**config.mk**
```make
export PLATFORM = sky130hd
export DESIGN_NAME = slt_cell
export DESIGN_NICKNAME = d
export VERILOG_FILES = /design/src/hw/rtl/slt_pkg.sv /design/src/hw/rtl/slt_cell.sv
export SDC_FILE = /design/constraint.sdc
export NUM_CORES = 1
export LEC_CHECK = 0
export ABC_AREA = 1
export BUFFER_PORTS_ARGS = -buffer_cell sky130_fd_sc_hd__buf_2
export CAP_MARGIN = 20
export CORE_MARGIN = 1
export CORE_UTILIZATION = 30
export CTS_CLUSTER_DIAMETER = 80
export DETAILED_ROUTE_END_ITERATION = 8
export SLEW_MARGIN = 20
export SYNTH_ARGS = -nofsm -noshare
export SYNTH_HDL_FRONTEND = slang
export SYNTH_SLANG_ARGS = --single-unit
```
**constraint.sdc**
```tcl
create_clock -name i_clk -period 4.8 [get_ports i_clk]
set_input_delay 0.48 -clock i_clk [delete_from_list [all_inputs] [get_ports i_clk]]
set_output_delay 0.48 -clock i_clk [all_outputs]
set_load 0.02 [all_outputs]
```
**src/hw/rtl/slt_pkg.sv**
```systemverilog
// Shared types and codes for the sorted list table.
// No dependencies; imported by slt_cell and sorted_list_table.
`timescale 1ns / 1ps

package slt_pkg;

    localparam int OP_W = 3;
    localparam int ST_W = 3;

    localparam logic [OP_W-1:0] OP_INSERT = 3'd0;
    localparam logic [OP_W-1:0] OP_DELETE = 3'd1;
    localparam logic [OP_W-1:0] OP_SEARCH = 3'd2;
    localparam logic [OP_W-1:0] OP_CLEAR  = 3'd3;
    localparam logic [OP_W-1:0] OP_REWIND = 3'd4;
    localparam logic [OP_W-1:0] OP_READ   = 3'd5;

    localparam logic [ST_W-1:0] ST_OK          = 3'd0;
    localparam logic [ST_W-1:0] ST_FULL_REJ    = 3'd1;
    localparam logic [ST_W-1:0] ST_EMPTY_REJ   = 3'd2;
    localparam logic [ST_W-1:0] ST_NOT_PRESENT = 3'd3;
    localparam logic [ST_W-1:0] ST_PAST_END    = 3'd4;

    // Per-cycle command broadcast to every cell of the chain.
    typedef struct packed {
        logic ins;
        logic del;
    } t_cell_ctl;

endpackage

```
**src/hw/rtl/slt_cell.sv**
```systemverilog
// One cell of the sorted chain: holds a single entry and compares it against the word.
// Depends on slt_pkg for the command struct.
`timescale 1ns / 1ps

module slt_cell
    import slt_pkg::*;
#(
    parameter int IDX        = 0,
    parameter int ITEM_WIDTH = 32,
    parameter int CNT_W      = 7
) (
    input  logic                  i_clk,
    input  t_cell_ctl             i_ctl,
    input  logic [ITEM_WIDTH-1:0] i_value,
    input  logic [CNT_W-1:0]      i_count,
    input  logic                  i_left_lt,
    input  logic [ITEM_WIDTH-1:0] i_left_data,
    input  logic [ITEM_WIDTH-1:0] i_right_data,
    output logic [ITEM_WIDTH-1:0] o_data,
    output logic                  o_lt,
    output logic                  o_hit
);

    logic [ITEM_WIDTH-1:0] r_data;
    logic [ITEM_WIDTH-1:0] n_data;
    logic                  w_occupied;

    assign w_occupied = CNT_W'(IDX) < i_count;
    assign o_lt       = w_occupied && ($signed(r_data) < $signed(i_value));
    // lower-bound cell (first occupied one not below the value) hits if equal to it
    assign o_hit      = w_occupied && !o_lt && i_left_lt && (r_data == i_value);
    assign o_data     = r_data;

    always_comb begin
        n_data = r_data;
        if (i_ctl.ins && !o_lt) begin
            n_data = i_left_lt ? i_value : i_left_data;
        end else if (i_ctl.del && !o_lt) begin
            n_data = i_right_data;
        end
    end

    always_ff @(posedge i_clk) begin
        r_data <= n_data;
    end

endmodule
```
### Word-level counts from Yosys, hierarchy flattened

Index checks and enable logic that the tools add are counted.

| operators by class | value |
|---|---|
| add/subtract/negate cells | 0 |
| multiply operators | 0 |
| div/mod/pow operators | 0 |
| order comparisons | 2 |
| equal/unequal tests | 1 |
| shifts and indexed selects | 0 |
| muxes and demuxes | 3 |
| bitwise logic cells | 0 |
| reduce and logical (&&, ||, !) cells | 8 |

Operators with widths:

| cell | number |
|---|---|
| 32-bit 2-to-1 mux | 3 |
| 32-bit equality test | 1 |
| 32-bit < comparator | 1 |
| 1-bit by 7-bit < comparator with 1-bit output, first input constant | 1 |
| 1-bit logical AND | 6 |
| 2-bit nonzero test | 1 |
| 1-bit zero test | 1 |

| word-level totals | value |
|---|---|
| register bits after elaboration | 32 |
| latch bits | 0 |
| memory bits (writable) | 0 |
| ROM bits | 0 |
| bits of input ports | 107 |
| output and inout port bits | 34 |
| word-level logic and storage cells | 15 |
| memories kept | 0 |

### Depth between registers and ports, before layout

| depth | value |
|---|---|
| word-level depth | 6 |
| depth in mapped cells | 18 |
| depth with buffers taken out | 17 |

### Worst setup path before layout

Ideal clock, no wire load.

| timing | value |
|---|---|
| path type | register to register |
| from | register r_data[31] (netlist: o_data[31]) |
| to | register r_data[0] (netlist: o_data[0]) (enable) |
| library setup time | 387 ps |
| arrival | 2,505 ps |
| required time | 4,413 ps |
| path slack | 1,908 ps |
| stages on the path, launching flop included | 15 |
| path buffers | 1 |
| clock period less this slack | 2,892 ps |
| cells stage by stage | edfxtp_1 > ha_1 > nand2_1 > inv_2 > nand2_1 > nor2_1 > nand2_1 > nor2_2 > nand2_1 > nand4_1 > nand2_1 > nand3_2 > buf_4 > o21ai_0 > inv_1 |

| between the ends | value |
|---|---|
| longest elaborated chain between the ends | 5 |
| elaborated cells between the ends (all ways) | 6 |
| classes of those cells | order compare (1); reduce/logical (5) |

RTL lines:

| element | line | source |
|---|---|---|
| start: declaration | slt_cell.sv:24 | `logic [ITEM_WIDTH-1:0] r_data;` |
| start signal: assignment | slt_cell.sv:44 | `r_data <= n_data;` |
| 32-bit < comparator (*) | slt_cell.sv:29 | `assign o_lt = w_occupied && ($signed(r_data) < $signed(i_value));` |
| 1-bit logical AND (*) | slt_cell.sv:29 |  |
| 1-bit zero test (*) | slt_cell.sv:36, slt_cell.sv:38 |  |
| 1-bit logical AND (on tied branches) | slt_cell.sv:36, slt_cell.sv:38 |  |
| 2-bit nonzero test (no line) (*) | - |  |

Mark *: on every way between the ends. The rest lies on a longest branch, timed or not.
A chain may end at the register's enable or synchronous reset.

### Worst setup path after layout

| timing | value |
|---|---|
| from | register r_data[31] (netlist: o_data[31]) |
| to | output port o_lt |

| between the ends | value |
|---|---|
| longest elaborated chain between the ends | 2 |

RTL lines:

| element | line | source |
|---|---|---|
| 32-bit < comparator | slt_cell.sv:29 |  |
| 1-bit logical AND | slt_cell.sv:29 |  |
| end: declaration | slt_cell.sv:20 | `output logic o_lt,` |

Every way passes these cells.

==> impl_summary.md <==
Final layout
The most common cell after layout, fill and taps aside is nand2_1. The repair_antennas step left the layout with diodes totalling 0. In the final layout, the share of cells above drive strength 1 is 0.289.

The finished layout holds 638 standard cells, fillers aside. For this run, the share of the core covered by cells in the final layout is 0.409. In the final design database the tool counted 669 nets. The area added between synthesis and finish is 30.0%. The finished cells cover 3620 um^2. The top cell types in the final layout, fill and taps aside, are 157 x nand2_1, 140 x buf_2, 58 x inv_1. The number of flip-flops under the largest register name is 32.

Clock tree
The clock tree root buffer cell is clkbuf_8. The clock slew at the register clock pins of the worst setup and hold paths is 0.06 ns. In this run the deepest clock path goes through 2 buffers.

The later pin in the worst-skew pair is clocked with a latency of 0.27 ns. The CTS H-tree depth is 2. The CTS tree is built. Clock tree synthesis found a total of 32 sinks.

Post-CTS timing repair inserted 0 buffers for setup. The post-cts repair resize count is 0. The total CTS buffers is 5. The cts-stage hold buffer count is 0.

Global route
The first global-routing pass estimated 12,300 um of wire. The via count of the first global-routing pass is 2,687. The initial antenna violation count is 1. Across every metal layer, demand over resource in global routing totals 0.161.

The maximum number of pins on one net before global-route repair is 35. The aggregate global routing overflow is 0.

Worst setup path
The worst setup path startpoint is o_data[31]$_DFFE_PP_. The worst register-to-register path has a setup slack of 1.94 ns. The number of cells on the worst reg-to-reg path is 14. In this run the worst setup path terminates at o_lt. The critical-path maximum fanout is 34. In this run the critical register-to-register path is launched from o_data[31]$_DFFE_PP_. The kind of end point of the critical path is an output port. The critical path required time is 4.32 ns.

The critical setup path kind is register to output port. The critical register-to-register path endpoint is o_data[6]$_DFFE_PP_. STA classifies the critical path startpoint as a register. The arrival time at the worst endpoint is 2.43 ns.

STA
After layout, the worst setup slack is 1.89 ns. The final-report max-slew violation count is 0. Dividing the final minimum period by the clock period gives 0.607. The number of setup violations in the final report is 0. For this run, the top clock speed supported by timing is 343 MHz.

Headroom to the max-slew limit came out at 0.491. At the pin with the least slew margin, the transition time is 0.758 ns. The setup TNS is 0 ns. The post-layout minimum cycle time is 2.91 ns. The number of endpoints with negative hold slack in the final report is 0. The final worst clock skew is 0.00674 ns. Setup repair after global routing left no endpoint under its margin. Hold is met by 0.469 ns.

Run
Across the run, the number of max-cap violations was 0.

Placement
The weighted congestion at the end of routability-driven global placement is 0.752. The placed instances occupy a cell area of 3540 um^2. The minimum setup slack after placement is 1.69 ns. The HPWL after detailed placement is 5910 um. The number of buffers inserted by port buffering is 140. The number of placed cells counting well taps is 631.

Logic synthesis
The total standard cell area after synthesis is 2780 um^2. The part of the Yosys area used for sequential elements is 0.345. The warning count from the yosys run is 0.

The total nets after synthesis is 535. The register bit count reported by yosys is 32. After synthesis, the netlist uses 21 different library cells. The instance count of the mapped netlist is 396. The mean post-synth cell area is 7.03 um^2.

Power
The total chip power is 1.92 mW. The power density normalized to cell area is 531 nW/um^2. For this design the static power due to leakage is 2.07 nW. IR analysis of the VDD net gives a maximum drop of 0.199 mV.

Run status
The flow ran to the end, and the final reports show no timing, DRC or antenna violations.

Floorplan
The starting density of the core is 0.315. The die area is 9670 um^2. Pin placement for this block handled 141 I/O pins. The number of rows created at floorplan is 34. The vertical die dimension is 98.3 um. In this run the horizontal extent of the chip is 98.3 um. The core region is 8850 um^2.

Routing
For this block, the routed nets add up to 7560 um of wire. The routed layout has 2,858 vias. The via density per instance is 4.48.

The number of nets still failing antenna checks after routing is 0. The remaining routing DRC violations is 0. The per-cell routed wire length is 11.9 um.

The initial DRC count is 105. The detailed-router iteration count before antenna repair is 8.

Worst hold path
The type of the tightest min-delay check is input pin to register.
-- report_power, final --
group | total (mW) | internal, mW | switching, mW
combinational | 1.12 | 0.360 | 0.758
sequential | 0.619 | 0.535 | 0.0842
clock | 0.186 | 0.0955 | 0.0900
-- synth_stat cells --
library cell,instances,area (um^2)
and2_1,1,6.26
nor2_1,11,41.3
inv_1,58,218
nand2_4,1,11.3
clkinv_1,1,3.75
buf_6,3,33.8
nand2_1,157,589
buf_4,3,22.5
nand3_2,2,20.0
clkbuf_1,6,22.5
edfxtp_1,32,961
inv_2,1,3.75
buf_2,4,20.0
ha_1,32,400
a21o_1,1,7.51
nor4_1,2,12.5
a21oi_1,10,50.1
nand3_1,35,175
nor2_2,1,6.26
o21ai_0,32,160
nand4_1,3,18.8
-- how the worst min path moves through the flow --
stage,to,slack (ns),from,depth (start not counted)
after global routing,o_data[26]$_DFFE_PP_,0.46,i_right_data[26],3
final,o_data[31]$_DFFE_PP_,0.47,i_right_data[31],3
after floorplan,o_data[0]$_DFFE_PP_,0.66,i_right_data[0],2
after detailed placement,o_data[31]$_DFFE_PP_,0.75,i_right_data[31],3
after global placement,o_data[29]$_DFFE_PP_,0.76,i_right_data[29],3
after CTS,o_data[26]$_DFFE_PP_,0.46,i_right_data[26],3
-- worst max-delay path, stage by stage (launching register included) --
cell	delay, ns
edfxtp_1	0.39
ha_1	0.35
nand2_1	0.10
inv_2	0.06
nand2_1	0.04
nor2_1	0.14
nand2_1	0.08
nor2_2	0.10
nand2_1	0.06
nand4_1	0.07
nand2_1	0.08
nand3_2	0.08
buf_4	0.36
inv_1	0.07
buf_2	0.16
-- cell families after synthesis --
| group | after synthesis | synth area share |
|---|---|---|
| simple gates | 213 | 0.316 |
| fa+ha+maj | 32 | 0.144 |
| compound gates | 43 | 0.0782 |
| flops | 32 | 0.345 |
| buf+inv | 76 | 0.116 |
-- routing by layer --
metal | GRT usage | share of wire | up-vias
li1 | - | - | 1535
met1 | 0.209 | 0.46 | 1225
met2 | 0.272 | 0.47 | 96
met3 | 0.0429 | 0.069 | 2
met4 | 0.0287 | 0.0044 | 0
met5 | 0 | 0 | -
-- area by class of cell --
cell class	count	area [um^2]
multi-input combinational	288	1500
inverter	60	225
tap	108	135
timing repair buffer	143	723
sequential	32	961
clock inverter	2	7.51
fill	949	5230
clock buffer	5	68.8
Power figures use the tool's default switching activity.
